===== src/hdl/fpdf_pkg.sv =====
package fpdf_pkg;

	localparam int MAX_DIGITS  = 10;
	localparam int VALUE_W     = 32;
	localparam int CHAR_W      = 8;
	localparam int CFG_W       = 4;
	localparam int CNT_W       = $clog2(MAX_DIGITS + 1);
	localparam int DIGS_W      = 4 * MAX_DIGITS;
	localparam int QUEUE_DEPTH = 2;
	localparam int QPTR_W      = (QUEUE_DEPTH > 1) ? $clog2(QUEUE_DEPTH) : 1;
	localparam int QCNT_W      = $clog2(QUEUE_DEPTH + 1);
	localparam int CLAMP_W     = 6;

	localparam logic [CHAR_W-1:0] CH_ZERO  = 8'h30;
	localparam logic [CHAR_W-1:0] CH_POINT = 8'h2E;
	localparam logic [CHAR_W-1:0] CH_NUL   = 8'h00;

	// q / 10 == (q * RECIP_10) >> RECIP_SHIFT, exact for every 32-bit q
	localparam logic [VALUE_W-1:0] RECIP_10    = 32'hCCCC_CCCD;
	localparam int                 RECIP_SHIFT = 35;

	typedef enum logic [1:0] {
		REG_INT_DIGITS  = 2'd0,
		REG_FRAC_DIGITS = 2'd1,
		REG_TERM_MODE   = 2'd2
	} cfg_reg_t;

	typedef struct packed {
		logic [CFG_W-1:0] int_digits;
		logic [CFG_W-1:0] frac_digits;
		logic             term_mode;
	} cfg_t;

	// digits packed with the most significant shown digit in the low nibble
	typedef struct packed {
		logic [DIGS_W-1:0] digs;
		logic              ovf;
		logic [CNT_W-1:0]  n_int;
		logic [CNT_W-1:0]  n_frac;
		logic              term;
	} job_t;

endpackage


===== src/hdl/fpdf_queue.sv =====
module fpdf_queue (
	input  logic           clk,
	input  logic           arst_n,
	input  logic           push,
	input  fpdf_pkg::job_t push_job,
	input  logic           pop,
	output fpdf_pkg::job_t pop_job,
	output logic           full,
	output logic           empty
);

	fpdf_pkg::job_t               entries_q [fpdf_pkg::QUEUE_DEPTH];
	logic [fpdf_pkg::QPTR_W-1:0]  wr_ptr_q;
	logic [fpdf_pkg::QPTR_W-1:0]  rd_ptr_q;
	logic [fpdf_pkg::QCNT_W-1:0]  count_q;

	function automatic logic [fpdf_pkg::QPTR_W-1:0] next_ptr(
		input logic [fpdf_pkg::QPTR_W-1:0] p
	);
		if (p == fpdf_pkg::QPTR_W'(fpdf_pkg::QUEUE_DEPTH - 1)) begin
			return '0;
		end
		return p + fpdf_pkg::QPTR_W'(1);
	endfunction

	assign full    = (count_q == fpdf_pkg::QCNT_W'(fpdf_pkg::QUEUE_DEPTH));
	assign empty   = (count_q == '0);
	assign pop_job = entries_q[rd_ptr_q];

	always_ff @(posedge clk or negedge arst_n) begin
		if (!arst_n) begin
			wr_ptr_q <= '0;
			rd_ptr_q <= '0;
			count_q  <= '0;
		end else begin
			if (push) begin
				wr_ptr_q <= next_ptr(wr_ptr_q);
			end
			if (pop) begin
				rd_ptr_q <= next_ptr(rd_ptr_q);
			end
			if (push && !pop) begin
				count_q <= count_q + fpdf_pkg::QCNT_W'(1);
			end else if (pop && !push) begin
				count_q <= count_q - fpdf_pkg::QCNT_W'(1);
			end
		end
	end

	always_ff @(posedge clk) begin
		if (push) begin
			entries_q[wr_ptr_q] <= push_job;
		end
	end

	a_no_push_full: assert property (@(posedge clk) disable iff (!arst_n) !(push && full))
		else $error("push into full queue");
	a_no_pop_empty: assert property (@(posedge clk) disable iff (!arst_n) !(pop && empty))
		else $error("pop from empty queue");
	a_count_range: assert property (@(posedge clk) disable iff (!arst_n)
		count_q <= fpdf_pkg::QCNT_W'(fpdf_pkg::QUEUE_DEPTH))
		else $error("queue count out of range");

endmodule


===== config.mk =====
export PLATFORM = sky130hd
export DESIGN_NAME = fpdf_queue
export DESIGN_NICKNAME = d
export VERILOG_FILES = /design/src/hdl/fpdf_pkg.sv /design/src/hdl/fpdf_queue.sv
export SDC_FILE = /design/constraint.sdc
export NUM_CORES = 1
export LEC_CHECK = 0
export BUFFER_PORTS_ARGS = -buffer_cell sky130_fd_sc_hd__buf_2
export CELL_PAD_IN_SITES_DETAIL_PLACEMENT = 1
export CELL_PAD_IN_SITES_GLOBAL_PLACEMENT = 1
export CORE_UTILIZATION = 48
export DETAILED_ROUTE_END_ITERATION = 16
export GPL_TIMING_DRIVEN = 0
export PLACE_DENSITY_LB_ADDON = 0.1
export SYNTH_ARGS = -nofsm -noshare
export SYNTH_HDL_FRONTEND = slang
export SYNTH_SLANG_ARGS = --single-unit
export TNS_END_PERCENT = 30

===== constraint.sdc =====
create_clock -name clk -period 7.1 [get_ports clk]
set_input_delay 0.71 -clock clk [delete_from_list [all_inputs] [get_ports clk]]
set_output_delay 0.71 -clock clk [all_outputs]
set_load 0.05 [all_outputs]

==> impl_metrics.ini <==
[cts]
cts-htree-levels = 3
cts_tree = done
postCtsSetupBuffers = 0
cts_max_path_buffers = 2
cts_resized = 0
cts_hold_buffers = 0
cts.clk_slew.worst_paths_ns = 0.10
root_buffer = clkbuf_8
cts_made_buffers = 9
cts_sinks = 104
clock_latency_ns = 0.35

[critical_path]
cp-startpoint = rd_ptr_q
cp_slowest_cell = dfrtp_1
rr_endpoint = entries_q[0][16]
cp_max_fo = 10
worst-setup-path-type = reg -> out
worst_ep_required_time_ns = 6.39
crit_path_cell_trace = buf_6 -> buf_12 -> mux2_4 -> buf_2
cp.arrival_ns = 1.57
cp_slowest_stage_delay_ns = 0.38
start_kind = flop
r2r_start = wr_ptr_q
crit_path_end_kind = output port
reg2reg_depth = 2
ff2ff_setup_slack_ns = 5.46
cp-endpoint = pop_job[23]

[outcome]
outcome = finished, final reports clean

[floorplanning]
core-area_sq_um = 8180
die_area_sq_um = 8800
ios = 106
die_w_um = 93.8
placementRows = 33
initial_core_util = 0.495
dieHeight_um = 93.8

[job]
maxCapViolCount = 0

[sta]
tns_ns = 0
rsz0062_at_grt = no
fin_crit_sh = 0.321
hold_viol = 0
holdWs_ns = 0.141
max_freq_mhz = 439
worst-slew-pin-transition_ns = 0.711
slew_violations = 0
fin_worst_skew_ns = 0.0100
setup_viol = 0
relSlewSlack = 0.525
min_period_ns = 2.28

[synthesis]
ys.flop_type = edfxtp_1
yosysSeqAreaShare = 0.767
synthTopCellsByCount = 100 x edfxtp_1, 49 x mux2_4, 5 x buf_12, 4 x dfrtp_1, 4 x xor2_1
synthArstFlopShare = 0.0385
synth_edf_count = 100
post-synth-top-count-cell = edfxtp_1
synth_compound_area_frac = 0
synth_top_family_by_area = multiplexers
syn_nets = 227
synth.mux.area_fraction = 0.185
synthDominantCellAreaShare = 0.742
synth_top_area_cell = edfxtp_1
yosys.area_share.xor_xnor = 0.0108
ys_types = 13
synthAdderAreaFrac = 0.00309
syn_avg_cell_area_sq_um = 23.5
netlist_top_cells_area = edfxtp_1 74%, mux2_4 18%, buf_12 2.5%, dfrtp_1 2.5%, xor2_1 0.87%
synth-simple-area-share = 0.00649
ys_ff_latch = 104
synth_cells = 172
syn_area_sq_um = 4050
ys_warn_count = 0

[route]
antenna_left = 0
drcViolationCount = 0
routedWlPerCell_um = 17.4
drt-vias-per-instance = 4.88
wl_um = 6950
dr_total_vias = 1950
drt_iter0_markers = 43
drt_pass1_iterations = 4

[min_path]
min_path_type = in -> async

[global_routing]
grt.total_usage = 0.169
grt_overflow_total = 0
grt_pass1_wl_um = 10700
antenna_found_initial = 0
grt_start_max_net_pins = 30
first_global_vias = 2125

[placed_design]
place_area_sq_um = 4750
gp_congestion = 0.587
portBuffers = 105
dp_hpwl_um = 4900

[final_layout]
synthToLayoutAreaGrowth_pct = 22.3
postLayoutCoreUtil = 0.605
diodes = 0
drive_above_1_share = 0.610
layout.nets = 345
stdcell_area_sq_um = 4950

[pwr]
power_density_nw_per_um2 = 462
power.static_leakage_nw = 2.02
vdd_ir_drop_max_mv = 0.246
p_total_mw = 2.29
[final cells by class]
cell class | count | area, sq um
Inverter | 1 | 3.75
Clock buffer | 10 | 128
Buffer | 6 | 111
Tap cell | 105 | 131
Timing Repair Buffer | 107 | 566
Multi-Input combinational cell | 61 | 838
Sequential cell | 104 | 3100
Clock inverter | 6 | 67.6
Fill cell | 723 | 3230
[metal layers]
layer  wire length (um)  share of wire  vias to the layer above  track usage
met4                114          0.016                        0       0.0769
met3                363          0.052                       10       0.0461
met1               2790           0.40                      970        0.195
met2               3680           0.53                       63        0.293
li1                   -              -                      907            -
met5                  0              0                        -            0
[placed cells by master (no fill, tap or decap), drive strengths merged]
cell | netlist | routed
dfrtp | 4 | 4
nor2 | 2 | 2
inv | 1 | 2
buf | 6 | 113
bufinv | 0 | 1
ha | 1 | 1
and2 | 1 | 1
clkinvlp | 0 | 2
edfxtp | 100 | 100
nor2b | 2 | 2
clkbuf | 0 | 10
mux2 | 50 | 50
xor2 | 4 | 4
xnor2 | 1 | 1
clkinv | 0 | 2
[worst max-delay path: cells and delay by family, from the launching register on]
kind / cells / cell delay (ns)
muxes: 1 / 0.31
DFF: 1 / 0.38
buffers and inverters: 3 / 0.52
[power by group]
group | internal (mW) | switching [mW] | leakage (nW)
clock network | 0.164 | 0.194 | 0.0929
registers | 0.815 | 0.0390 | 0.985
logic | 0.378 | 0.698 | 0.942
[logic make-up (layout without fill, tap and decap cells)]
family | after synthesis | after routing
XOR/XNOR | 5 | 5
adder cells (fa/ha/maj) | 1 | 1
buffers and inverters | 7 | 130
flip-flops | 104 | 104
multiplexers | 50 | 50
AND/OR/NAND/NOR | 5 | 5
[flip-flops by register name, indices dropped and copies added, names as in the netlist]
register,count
count_q,2
entries_q,100
wr_ptr_q,1
rd_ptr_q,1
[how the worst min path moves through the flow]
stage          startpoint    endpoint  cells past startpoint
6_report           arst_n  count_q[0]                      1
5_1_grt            arst_n    wr_ptr_q                      1
4_1_cts            arst_n  count_q[0]                      1
3_5_place_dp   count_q[1]  count_q[1]                      1
3_3_place_gp     wr_ptr_q    wr_ptr_q                      1
2_1_floorplan      arst_n  count_q[0]                      0
[through the flow]
stage	std cells	worst slack, ns
2_1_floorplan	172	3.71
6_report	400	4.82
3_5_place_dp	384	4.99
5_1_grt	400	4.76
3_3_place_gp	382	2.20
4_1_cts	400	4.80
Note: power is estimated with default switching activity, not from simulation.
