===== src/hdl/fpdf_pkg.sv =====
package fpdf_pkg;

	localparam int MAX_DIGITS  = 10;
	localparam int VALUE_W     = 32;
	localparam int CHAR_W      = 8;
	localparam int CFG_W       = 4;
	localparam int CNT_W       = $clog2(MAX_DIGITS + 1);
	localparam int DIGS_W      = 4 * MAX_DIGITS;
	localparam int QUEUE_DEPTH = 2;
	localparam int QPTR_W      = (QUEUE_DEPTH > 1) ? $clog2(QUEUE_DEPTH) : 1;
	localparam int QCNT_W      = $clog2(QUEUE_DEPTH + 1);
	localparam int CLAMP_W     = 6;

	localparam logic [CHAR_W-1:0] CH_ZERO  = 8'h30;
	localparam logic [CHAR_W-1:0] CH_POINT = 8'h2E;
	localparam logic [CHAR_W-1:0] CH_NUL   = 8'h00;

	// q / 10 == (q * RECIP_10) >> RECIP_SHIFT, exact for every 32-bit q
	localparam logic [VALUE_W-1:0] RECIP_10    = 32'hCCCC_CCCD;
	localparam int                 RECIP_SHIFT = 35;

	typedef enum logic [1:0] {
		REG_INT_DIGITS  = 2'd0,
		REG_FRAC_DIGITS = 2'd1,
		REG_TERM_MODE   = 2'd2
	} cfg_reg_t;

	typedef struct packed {
		logic [CFG_W-1:0] int_digits;
		logic [CFG_W-1:0] frac_digits;
		logic             term_mode;
	} cfg_t;

	// digits packed with the most significant shown digit in the low nibble
	typedef struct packed {
		logic [DIGS_W-1:0] digs;
		logic              ovf;
		logic [CNT_W-1:0]  n_int;
		logic [CNT_W-1:0]  n_frac;
		logic              term;
	} job_t;

endpackage


===== src/hdl/fpdf_back.sv =====
module fpdf_back (
	input  logic                        clk,
	input  logic                        arst_n,
	input  logic                        empty,
	input  fpdf_pkg::job_t              job,
	output logic                        pop,
	output logic                        strobe,
	output logic [fpdf_pkg::CHAR_W-1:0] char_code,
	output logic                        last,
	output logic                        overflow
);

	typedef enum logic [4:0] {
		B_IDLE = 5'b00001,
		B_INT  = 5'b00010,
		B_PNT  = 5'b00100,
		B_FRAC = 5'b01000,
		B_NUL  = 5'b10000
	} back_state_t;

	back_state_t                  state_q;
	back_state_t                  state_nx;
	logic [fpdf_pkg::DIGS_W-1:0]  digs_q;
	logic                         ovf_q;
	logic [fpdf_pkg::CNT_W-1:0]   int_left_q;
	logic [fpdf_pkg::CNT_W-1:0]   frac_left_q;
	logic                         has_point_q;
	logic                         term_q;

	logic                         strobe_q;
	logic [fpdf_pkg::CHAR_W-1:0]  char_q;
	logic                         last_q;
	logic                         overflow_q;

	logic                         emit;
	logic [fpdf_pkg::CHAR_W-1:0]  emit_char;
	logic                         emit_last;
	logic                         done;
	logic [fpdf_pkg::CHAR_W-1:0]  digit_char;

	assign digit_char = fpdf_pkg::CH_ZERO + fpdf_pkg::CHAR_W'(digs_q[3:0]);

	always_comb begin
		emit      = 1'b0;
		emit_char = fpdf_pkg::CH_NUL;
		emit_last = 1'b0;
		done      = 1'b0;
		state_nx  = state_q;
		case (state_q)
			B_IDLE: begin
				done = 1'b1;
			end
			B_INT: begin
				emit      = 1'b1;
				emit_char = digit_char;
				if (int_left_q == fpdf_pkg::CNT_W'(1)) begin
					if (has_point_q) begin
						state_nx = B_PNT;
					end else if (term_q) begin
						state_nx = B_NUL;
					end else begin
						emit_last = 1'b1;
						done      = 1'b1;
					end
				end
			end
			B_PNT: begin
				emit      = 1'b1;
				emit_char = fpdf_pkg::CH_POINT;
				state_nx  = B_FRAC;
			end
			B_FRAC: begin
				emit      = 1'b1;
				emit_char = digit_char;
				if (frac_left_q == fpdf_pkg::CNT_W'(1)) begin
					if (term_q) begin
						state_nx = B_NUL;
					end else begin
						emit_last = 1'b1;
						done      = 1'b1;
					end
				end
			end
			B_NUL: begin
				emit      = 1'b1;
				emit_char = fpdf_pkg::CH_NUL;
				emit_last = 1'b1;
				done      = 1'b1;
			end
			default: begin
				state_nx = B_IDLE;
			end
		endcase
		pop = done && !empty;
		if (done) begin
			state_nx = pop ? B_INT : B_IDLE;
		end
	end

	always_ff @(posedge clk or negedge arst_n) begin
		if (!arst_n) begin
			state_q  <= B_IDLE;
			strobe_q <= 1'b0;
		end else begin
			state_q  <= state_nx;
			strobe_q <= emit;
		end
	end

	always_ff @(posedge clk) begin
		if (emit) begin
			char_q     <= emit_char;
			last_q     <= emit_last;
			overflow_q <= ovf_q;
		end
		if (pop) begin
			digs_q      <= job.digs;
			ovf_q       <= job.ovf;
			int_left_q  <= job.n_int;
			frac_left_q <= job.n_frac;
			has_point_q <= (job.n_frac != '0);
			term_q      <= job.term;
		end else if (state_q == B_INT) begin
			digs_q     <= digs_q >> 4;
			int_left_q <= int_left_q - fpdf_pkg::CNT_W'(1);
		end else if (state_q == B_FRAC) begin
			digs_q      <= digs_q >> 4;
			frac_left_q <= frac_left_q - fpdf_pkg::CNT_W'(1);
		end
	end

	assign strobe    = strobe_q;
	assign char_code = char_q;
	assign last      = last_q;
	assign overflow  = overflow_q;

	a_nul_is_last: assert property (@(posedge clk) disable iff (!arst_n)
		(strobe_q && char_q == fpdf_pkg::CH_NUL) |-> last_q)
		else $error("NUL emitted before end of string");
	a_point_then_frac: assert property (@(posedge clk) disable iff (!arst_n)
		(state_q == B_PNT) |=> (state_q == B_FRAC))
		else $error("point not followed by fraction digits");
	a_int_count_live: assert property (@(posedge clk) disable iff (!arst_n)
		(state_q == B_INT) |-> (int_left_q != '0))
		else $error("integer digit count exhausted");

endmodule


===== config.mk =====
export PLATFORM = sky130hd
export DESIGN_NAME = fpdf_back
export DESIGN_NICKNAME = d
export VERILOG_FILES = /design/src/hdl/fpdf_pkg.sv /design/src/hdl/fpdf_back.sv
export SDC_FILE = /design/constraint.sdc
export NUM_CORES = 1
export LEC_CHECK = 0
export BUFFER_PORTS_ARGS = -buffer_cell sky130_fd_sc_hd__buf_4
export CORE_AREA = 3 3 86 88
export DETAILED_ROUTE_END_ITERATION = 16
export DIE_AREA = 0 0 89 91
export GPL_TIMING_DRIVEN = 0
export HOLD_SLACK_MARGIN = 0.08
export PLACE_DENSITY = 0.69
export RECOVER_POWER = 25
export SYNTH_ARGS = -nofsm -noshare
export SYNTH_HDL_FRONTEND = slang
export SYNTH_SLANG_ARGS = --single-unit

===== constraint.sdc =====
create_clock -name clk -period 2.75 [get_ports clk]
set_input_delay 0.55 -clock clk [delete_from_list [all_inputs] [get_ports clk]]
set_output_delay 0.55 -clock clk [all_outputs]
set_load 0.02 [all_outputs]

==> metrics.txt, run 1 <==
Die X=89 um; worst-case hold slack=0.400 ns; Num CTS Buffers=9; critical path depth=5; DRT antenna net count=0; clock latency on the worst-skew pair=0.35 ns; Routed WL=5490 um; r2r worst-path depth=6; Top FF cell, synth=edfxtp_1; vias in the first global route=1909; final setup vio count=0; Worst R2R Start=state_q[0]$_DFFE_PN1P_; synth warn=0; initial antenna violation count=0; via count=1846; grt ovf=0; Starting DRT DRC Count=84; CTS tree=done; largest net degree at the start of global routing=41; clock skew=0.00604 ns; footprint of the multi-input gates=996 um2; synthesized area per cell=15.6 um2; distinct cell type count after synthesis=40; core area=6720 um2; Die Height=91 um; Tightest Pin Transition=0.545 ns; placed instance area=3550 um2; Worst Hold Class=primary input to register; DR WL/cell=15.2 um; H-Tree Depth=3; sequential area share after synthesis=64.5%; DR vias/cell=5.11; most frequent cells in the layout=buf_4 (61), edfxtp_1 (59), mux2_2 (40); part of the cycle the worst path needs=94.8%; CP startpoint=state_q[0]$_DFFE_PN1P_; CP Launch Type=register; GRT Util Overall=14.7%; post-DP HPWL=3840 um; drt drc=0; CP max-delay cell=dfstp_2; LEAKAGE=1.52 nW; Finished Cell Area=3910 um2; root buffer cell=clkbuf_8; Max-cap violations=0; outcome=completed; kind of critical path=register to output port; Critical Path Fanout Max=7; Seq. cell area=1920 um2; hold path start=job[0]; clock edge transition at the registers on the reported setup and hold paths=0.07 ns; Post-Syn Area=2980 um2; area grow syn2layout=30.9%; ANT cells=0; Rel. slew slack=63.6%; Critical Path RT=2.20 ns; First-pass DRT Iterations=6; Final Hold Viols=0; initial core utilization=44.4%; Synth Instances=191; global-route wire length before repair=8910 um; max-slew violations=0; slowest stage delay, CP=0.66 ns; crit path cell chain=xnor2_1, or4_4, a31oi_4, buf_8, buf_4; CTS Buffer Depth=2; port bufs=62; number of synthesized flops with an enable pin=59; commonest non-fill, non-tap cell in the layout=buf_4; Placement Rows=30; R2R Setup Slk=0.16 ns; FILL cells=544; FF+latch count, synth=65; VDD IR max=0.000449 V; routability cong.=0.808; full die area=8100 um2; Worst EP arrival=2.06 ns; Max Freq=0.384 GHz; Period minus WS final=2.61 ns; Worst Path Buf+Inv=2; Final #Nets=333; Pwr Density=1060 nW/um2; fraction of layout cells with a size suffix above 1=49.1%; cell depth of the worst hold path=1; critical path's top delay family=flip-flops; Async S/R FF share, synth=9.23%; crit end category=output port; IO Count=65; RSZ-0062 raised after global routing=false; clk sinks=65
worst reg2reg max path: stages, from the launching register on:
cell and delay, ns:
dfstp_2 0.66, xnor2_1 0.09, or4_4 0.46, a31oi_4 0.22, buf_4 0.16, buf_6 0.14
or2_4 0.48
kinds of logic (layout without fill, tap and decap cells):
kind of cell               after synthesis  in the layout  synth area share [%]
DFF                                     65             65                  64.5
muxes                                   44             44                  16.5
and+or+nand+nor                         36             36                  7.21
buffers and inverters                   19            108                  4.11
AOI/OAI and AO/OA                       16             16                  4.11
xor gates and xnor gates                 6              6                  1.76
adders and majority gates                4              4                  1.68
other                                    1              2                 0.126
report_power, final:
part | switching, W | internal (W) | leakage, nW
combinational | 0.000617 | 0.000679 | 0.769
clock | 0.000381 | 0.000607 | 0.117
sequential | 0.000151 | 0.00169 | 0.636
layer usage:
metal  vias up  GRT usage (%)  share of wire, %
met5         -              0                 0
met4         0           7.07               2.3
met3        11           6.81               9.5
met2        60           22.8                49
met1       884           17.0                39
li1        891              -                 -
repair_timing:
| action | CTS | global route |
|---|---|---|
| gates resized for setup | 7 | 4 |
| setup endpoints to repair | 41 | 1 |
| cloned | 0 | 0 |
| hold buffers | 1 | 0 |
| setup buffers | 2 | 8 |
| endpoints found under the hold margin | 5 | 0 |
| pin swaps | 1 | 3 |
flip-flops by register name (all words and copies together), names as in the netlist:
| signal | flops |
|---|---|
| digs_q | 40 |
| char_code | 6 |
| state_q | 5 |
| frac_left_q | 4 |
| int_left_q | 4 |
| has_point_q | 1 |
| last | 1 |
| overflow | 1 |
| ovf_q | 1 |
| strobe | 1 |
| term_q | 1 |
area by class of cell:
| type | instances | area share, % |
|---|---|---|
| tap | 80 | 2.56 |
| clock inverter | 6 | 2.95 |
| multi-input combinational | 108 | 25.5 |
| inverter | 8 | 0.769 |
| clock buffer | 10 | 3.27 |
| buffer | 11 | 2.56 |
| sequential | 65 | 49.2 |
| timing repair buffer | 73 | 13.1 |
synth_stat cells, types with 2 or more instances:
cell / n / area share [%]
a211oi_1: 2 / 0.50
a21o_1: 2 / 0.50
a21oi_1: 5 / 0.84
and2_1: 7 / 1.5
buf_2: 2 / 0.34
buf_4: 3 / 0.75
buf_6: 5 / 1.9
dfrtp_1: 5 / 4.2
edfxtp_1: 59 / 59
ha_1: 4 / 1.7
inv_1: 8 / 1.0
mux2_1: 2 / 0.75
mux2_2: 40 / 15
mux2i_1: 2 / 0.67
nand2_1: 2 / 0.25
nor2_1: 8 / 1.0
nor3_1: 3 / 0.50
nor3b_1: 3 / 0.75
nor4_1: 3 / 0.63
or2_2: 2 / 0.42
xnor2_1: 2 / 0.59
xor2_1: 4 / 1.2
final timing paths:
path,endpoint
min in group asynchronous,state_q[1]$_DFFE_PN0P_
min reg2reg,overflow$_DFFE_PP_
max reg2reg,digs_q[32]$_DFFE_PP_
max in group asynchronous,state_q[0]$_DFFE_PN1P_
max,pop
min,term_q$_DFFE_PN_
stage by stage:
stage          total power [W]  TNS, ns  util, %  setup slack, ns  cells
6_report               0.00412        0     58.1            0.143    361
5_1_grt                0.00437        0     58.1         0.000169    361
4_1_cts                0.00412        0     57.4           0.0102    353
3_5_place_dp           0.00307   -20.92     52.9           -0.521    334
3_3_place_gp           0.00302   -17.41     52.9           -0.434    334
2_1_floorplan          0.00273        0        -            0.140    192
Power figures use the tool's default switching activity.
==> run 2: changes to the inputs <==
--- a/config.mk
+++ b/config.mk
@@ -5,13 +5,14 @@
 export SDC_FILE = /design/constraint.sdc
 export NUM_CORES = 1
 export LEC_CHECK = 0
+export ABC_AREA = 0
 export BUFFER_PORTS_ARGS = -buffer_cell sky130_fd_sc_hd__buf_4
 export CORE_AREA = 3 3 86 88
 export DETAILED_ROUTE_END_ITERATION = 16
 export DIE_AREA = 0 0 89 91
 export GPL_TIMING_DRIVEN = 0
 export HOLD_SLACK_MARGIN = 0.08
-export PLACE_DENSITY = 0.69
+export PLACE_DENSITY = 0.68
 export RECOVER_POWER = 25
 export SYNTH_ARGS = -nofsm -noshare
 export SYNTH_HDL_FRONTEND = slang
==> constraint.sdc (replaced) <==
create_clock -name clk -period 2.75 [get_ports clk]
set_input_delay 0.55 -clock clk [delete_from_list [all_inputs] [get_ports clk]]
set_output_delay 0.55 -clock clk [all_outputs]
set_load 0.005 [all_outputs]
==> run 2 against run 1 <==
Compared with the run above: sequential power about the same; non-clock buffer count shrank 7; first-iteration DRC count is 35% lower; sequential share of layout area grew 1.5 points; clock power decreased by 32%; cell count decreased by 1.7%; critical endpoint unchanged; largest power group unchanged.
==> metrics.txt, run 2 (synthesis results as in run 1) <==
R2R Setup Slk=0.30 ns (was 0.16 ns); Die Height=91 um (unchanged); Worst R2R Start=state_q[4]$_DFFE_PN0P_ (was state_q[0]$_DFFE_PN1P_); Rel. slew slack=58.9% (was 63.6%); Starting DRT DRC Count=55 (was 84); largest net degree at the start of global routing=41 (unchanged); Period minus WS final=2.67 ns (was 2.61 ns); most frequent cells in the layout=edfxtp_1 (59), buf_4 (55), mux2_2 (40) (was buf_4 (61), edfxtp_1 (59), mux2_2 (40)); core area=6720 um2 (unchanged); CP Launch Type=register (unchanged); final setup vio count=0 (unchanged); drt drc=0 (unchanged); Die X=89 um (unchanged); global-route wire length before repair=8600 um (was 8910 um); Max-cap violations=0 (unchanged); initial core utilization=44.4% (unchanged); outcome=completed (unchanged); Setup TNS=0 ns (unchanged); via count=1811 (was 1846); area grow syn2layout=26.9% (was 30.9%); Placement Rows=30 (unchanged); clock edge transition at the registers on the reported setup and hold paths=0.07 ns (about the same); Final Hold Viols=0 (unchanged); fraction of layout cells with a size suffix above 1=50.9% (was 49.1%); kind of critical path=register to output port (unchanged); DR vias/cell=5.10 (was 5.11); initial antenna violation count=0 (unchanged); vias in the first global route=1811 (was 1909); clock skew=0.00616 ns (was 0.00604 ns); hold path start=job[0] (unchanged); Routed WL=5320 um (was 5490 um); max reg flops=40 (unchanged); part of the cycle the worst path needs=97.2% (was 94.8%); CTS tree=done (unchanged); clock latency on the worst-skew pair=0.34 ns (was 0.35 ns); CTS Buffer Depth=2 (unchanged); Tightest Pin Transition=0.612 ns (was 0.545 ns); Num CTS Buffers=9 (unchanged); post-DP HPWL=3760 um (was 3840 um); full die area=8100 um2 (unchanged); Biggest register=digs_q (unchanged); LEAKAGE=1.47 nW (was 1.52 nW); root buffer cell=clkbuf_8 (unchanged); First-pass DRT Iterations=5 (was 6); routability cong.=0.841 (was 0.808); grt ovf=0 (unchanged); Max Freq=0.374 GHz (was 0.384 GHz); CP startpoint=state_q[4]$_DFFE_PN0P_ (was state_q[0]$_DFFE_PN1P_); GRT Util Overall=14.0% (was 14.7%); clk sinks=65 (unchanged); Pwr Density=979 nW/um2 (was 1060 nW/um2); Worst Hold Class=primary input to register (unchanged); H-Tree Depth=3 (unchanged); crit end category=output port (unchanged); VDD IR max=0.000460 V (was 0.000449 V); dpl cells=334 (unchanged); total power=0.00370 W (was 0.00412 W); DR WL/cell=15.0 um (was 15.2 um); port bufs=62 (unchanged); Finished Layout Cells=355 (was 361); Critical Path RT=2.20 ns (about the same); Final #Nets=327 (was 333); commonest non-fill, non-tap cell in the layout=edfxtp_1 (was buf_4); Worst EP arrival=2.12 ns (was 2.06 ns); final core utilization=56.4% (was 58.1%); Critical Path Fanout Max=13 (was 7); DRT antenna net count=0 (unchanged); ANT cells=0 (unchanged); IO Count=65 (unchanged); max-slew violations=0 (unchanged)
-- run 2: worst max-delay path: stages (launching register included) --
cell      delay [ns]
dfrtp_1         0.48
nor4_2          0.41
nand4b_1        0.24
a31oi_4         0.27
buf_4           0.24
buf_4           0.14
-- run 2: path summary, 6_finish.rpt --
kind / to / cells after the start
max: pop / 5
min: term_q$_DFFE_PN_ / 1
max reg2reg: digs_q[16]$_DFFE_PP_ / 6
min reg2reg: overflow$_DFFE_PP_ / 0
max in group asynchronous: state_q[0]$_DFFE_PN1P_ / 2
min in group asynchronous: state_q[4]$_DFFE_PN0P_ / 2
-- run 2: layout make-up --
type | instances | area [um2]
timing repair buffer | 66 | 490
tap | 80 | 100
multi-input combinational | 109 | 987
inverter | 8 | 30.0
fill | 567 | 2930
sequential | 65 | 1920
buffer | 11 | 92.6
clock buffer | 10 | 128
clock inverter | 6 | 35.0
-- run 2: per-layer routing --
metal | GRT usage (%) | up-vias | wire length [um]
met5 | 0 | - | 0
met4 | 7.07 | 0 | 66
met3 | 5.44 | 8 | 465
met2 | 21.8 | 61 | 2640
met1 | 16.6 | 866 | 2150
li1 | - | 876 | -
-- run 2: per-stage QoR --
stage	hold slack [ns]	cell area, um2	worst slack (ns)
detailed placement	0.368	3550	-0.491
global route	0.398	3790	-0.0314
finish	0.409	3790	0.0756
floorplan	0.254	2990	0.140
CTS	0.374	3750	0.00599
global placement	0.368	3550	-0.440
-- run 2: where the power goes --
group	switching [W]	internal [W]	leakage, nW
registers	0.000143	0.00169	0.636
logic	0.000560	0.000639	0.757
clock network	0.000356	0.000320	0.0818
total	0.00106	0.00265	1.47
-- run 2: timing repair --
| item | in CTS | in global routing |
|---|---|---|
| resized for setup | 4 | 4 |
| endpoints found under the hold margin | 5 | 0 |
| pin swaps | 1 | 2 |
| cloned | 0 | 1 |
| buffers inserted | 1 | 2 |
| hold buffers | 1 | 0 |
| setup endpoints to repair | 41 | 41 |
==> run 3: changes to the inputs <==
--- a/config.mk
+++ b/config.mk
@@ -8,11 +8,12 @@
 export ABC_AREA = 0
 export BUFFER_PORTS_ARGS = -buffer_cell sky130_fd_sc_hd__buf_4
 export CORE_AREA = 3 3 86 88
+export CTS_CLUSTER_DIAMETER = 60
 export DETAILED_ROUTE_END_ITERATION = 16
 export DIE_AREA = 0 0 89 91
 export GPL_TIMING_DRIVEN = 0
 export HOLD_SLACK_MARGIN = 0.08
-export PLACE_DENSITY = 0.68
+export PLACE_DENSITY = 0.69
 export RECOVER_POWER = 25
 export SYNTH_ARGS = -nofsm -noshare
 export SYNTH_HDL_FRONTEND = slang
==> run 3 against run 2 <==
Compared with the run above: register-to-register slack got worse by 0.10 ns; first-iteration DRC count increased by 16%; worst hold slack got worse by 0.0088 ns; clock skew increased by 0.0013 ns; wire length increased by 2.5%; critical path depth unchanged; fmax increased by 2.4%; utilization increased by 1.7 points; flip-flop and latch count unchanged; largest power group unchanged; highest routed layer unchanged.
==> metrics.txt, run 3 (synthesis results as in run 1) <==
final core utilization=58.1% (was 56.4%); dpl cells=334 (unchanged); clock latency on the worst-skew pair=0.35 ns (was 0.34 ns); Routed WL=5450 um (was 5320 um); Pwr Density=1040 nW/um2 (was 979 nW/um2); most frequent cells in the layout=edfxtp_1 (59), buf_4 (55), mux2_2 (40) (unchanged); CP Launch Type=register (unchanged); H-Tree Depth=3 (unchanged); Critical Path Fanout Max=13 (unchanged); Biggest register=digs_q (unchanged); slowest stage delay, CP=0.65 ns (was 0.48 ns); core area=6720 um2 (unchanged); via count=1807 (was 1811); sequential share of power=45.1% (was 49.4%); crit path cell chain=xnor2_1, or4_4, a31oi_4, buf_8, buf_4 (was nor4_2, nand4b_1, a31oi_4, buf_4, buf_4); switch share=27.3% (was 28.6%); max reg flops=40 (unchanged); Placement Rows=30 (unchanged); clock skew=0.00741 ns (was 0.00616 ns); commonest non-fill, non-tap cell in the layout=edfxtp_1 (unchanged); port bufs=62 (unchanged); drt drc=0 (unchanged); Combinational Power Share=30.6% (was 32.4%); Worst EP arrival=2.06 ns (was 2.12 ns); DR vias/cell=5.08 (was 5.10); CP max-delay cell=dfstp_2 (was dfrtp_1); routability cong.=0.808 (was 0.841); First-pass DRT Iterations=4 (was 5); fraction of layout cells with a size suffix above 1=51.4% (was 50.9%); max-slew violations=0 (unchanged); global-route wire length before repair=8880 um (was 8600 um); FILL cells=546 (was 567); root buffer cell=clkbuf_8 (unchanged); Period minus WS final=2.61 ns (was 2.67 ns); Final #Nets=328 (was 327); DRT antenna net count=0 (unchanged); part of the cycle the worst path needs=95.0% (was 97.2%); Final Hold Viols=0 (unchanged); outcome=completed (unchanged); VDD IR max=0.000488 V (was 0.000460 V); Critical Path RT=2.20 ns (about the same); ANT cells=0 (unchanged); switching power of the nets=0.00111 W (was 0.00106 W); Rel. slew slack=59.9% (was 58.9%); IO Count=65 (unchanged); DR WL/cell=15.3 um (was 15.0 um); Cell Int Power=0.00296 W (was 0.00265 W); vias in the first global route=1902 (was 1811); Die Height=91 um (unchanged); CTS Buffer Depth=2 (unchanged); Finished Layout Cells=356 (was 355); post-DP HPWL=3840 um (was 3760 um); Starting DRT DRC Count=64 (was 55); Max-cap violations=0 (unchanged); full die area=8100 um2 (unchanged); initial antenna violation count=0 (unchanged); Worst Hold Class=primary input to register (unchanged); grt ovf=0 (unchanged); Tightest Pin Transition=0.597 ns (was 0.612 ns); LEAKAGE=1.53 nW (was 1.47 nW); setup ws final=0.137 ns (was 0.0756 ns); worst slack, placed=-0.521 ns (was -0.491 ns); GRT Util Overall=14.7% (was 14.0%); area grow syn2layout=30.8% (was 26.9%); final setup vio count=0 (unchanged); CTS tree=done (unchanged); Clk pwr share=24.3% (was 18.2%); Max Freq=0.383 GHz (was 0.374 GHz); clock edge transition at the registers on the reported setup and hold paths=0.07 ns (about the same); kind of critical path=register to output port (unchanged); Worst Path Buf+Inv=2 (unchanged); clk sinks=65 (unchanged); Die X=89 um (unchanged); initial core utilization=44.4% (unchanged); crit end category=output port (unchanged); largest net degree at the start of global routing=41 (unchanged); Num CTS Buffers=9 (unchanged); critical path's top delay family=flip-flops (was simple AND/OR/NAND/NOR gates)
-- run 3: cell count changes in the layout (fill, tap and decap cells not counted), sizes merged --
| cell | delta |
|---|---|
| bufinv | +3 |
| clkinv | -3 |
| buf | +1 |
| clkinvlp | -1 |
| inv | +1 |
-- run 3: metrics by stage --
stage / hold WS [ns] / TNS, ns / area (um2) / power (W)
2_1_floorplan: 0.254 / 0 / 2990 / 0.00269
3_3_place_gp: 0.366 / -17.38 / 3550 / 0.00298
3_5_place_dp: 0.366 / -20.89 / 3550 / 0.00303
4_1_cts: 0.361 / 0 / 3840 / 0.00406
5_1_grt: 0.383 / -0.0153 / 3900 / 0.00431
6_report: 0.401 / 0 / 3900 / 0.00407
-- run 3: repair_timing --
item                       CTS  global route
hold buffers                 1             0
pin swaps                    1             3
buffers inserted             1             3
setup endpoints to repair   41            41
hold endpoints to repair     5             0
resized for setup            5             7
gates cloned                 0             1
-- run 3: worst paths after layout --
path,start,end,slack (ns),cells past startpoint
min in group asynchronous,arst_n,state_q[1]$_DFFE_PN0P_,0.63,2
max reg2reg,state_q[0]$_DFFE_PN1P_,digs_q[32]$_DFFE_PP_,0.20,7
max in group asynchronous,arst_n,state_q[0]$_DFFE_PN1P_,1.80,2
min,job[0],term_q$_DFFE_PN_,0.40,1
max,state_q[0]$_DFFE_PN1P_,pop,0.14,5
min reg2reg,ovf_q$_DFFE_PN_,overflow$_DFFE_PP_,0.43,0
-- run 3: routing by layer --
metal | up-vias | track usage [%] | routed length, um
met5 | - | 0 | 0
met4 | 0 | 7.07 | 125
met3 | 11 | 6.81 | 502
met2 | 58 | 22.8 | 2670
met1 | 858 | 16.9 | 2160
li1 | 880 | - | -
-- run 3: layout make-up --
cell class	count	area [um2]	share of cell area, %
Clock inverter	6	115	2.95
Timing Repair Buffer	67	502	12.9
Inverter	8	30.0	0.769
Clock buffer	10	128	3.27
Sequential cell	65	1920	49.3
Tap cell	80	100	2.56
Buffer	11	100	2.56
Multi-Input combinational cell	109	1000	25.7
-- run 3: power groups by stage --
stage	Sequential, W	Combinational (W)	Clock (W)
floorplan	0.00180	0.000884	0
global placement	0.00183	0.00115	0
detailed placement	0.00185	0.00118	0
CTS	0.00183	0.00121	0.00101
global route	0.00189	0.00138	0.00105
finish	0.00184	0.00125	0.000990
-- run 3: worst reg2reg max path: stages, from the launching register on --
cell,delay (ns)
dfstp_2,0.65
xnor2_1,0.09
or4_4,0.46
a31oi_4,0.20
buf_4,0.14
buf_4,0.18
buf_6,0.19
or2_4,0.31
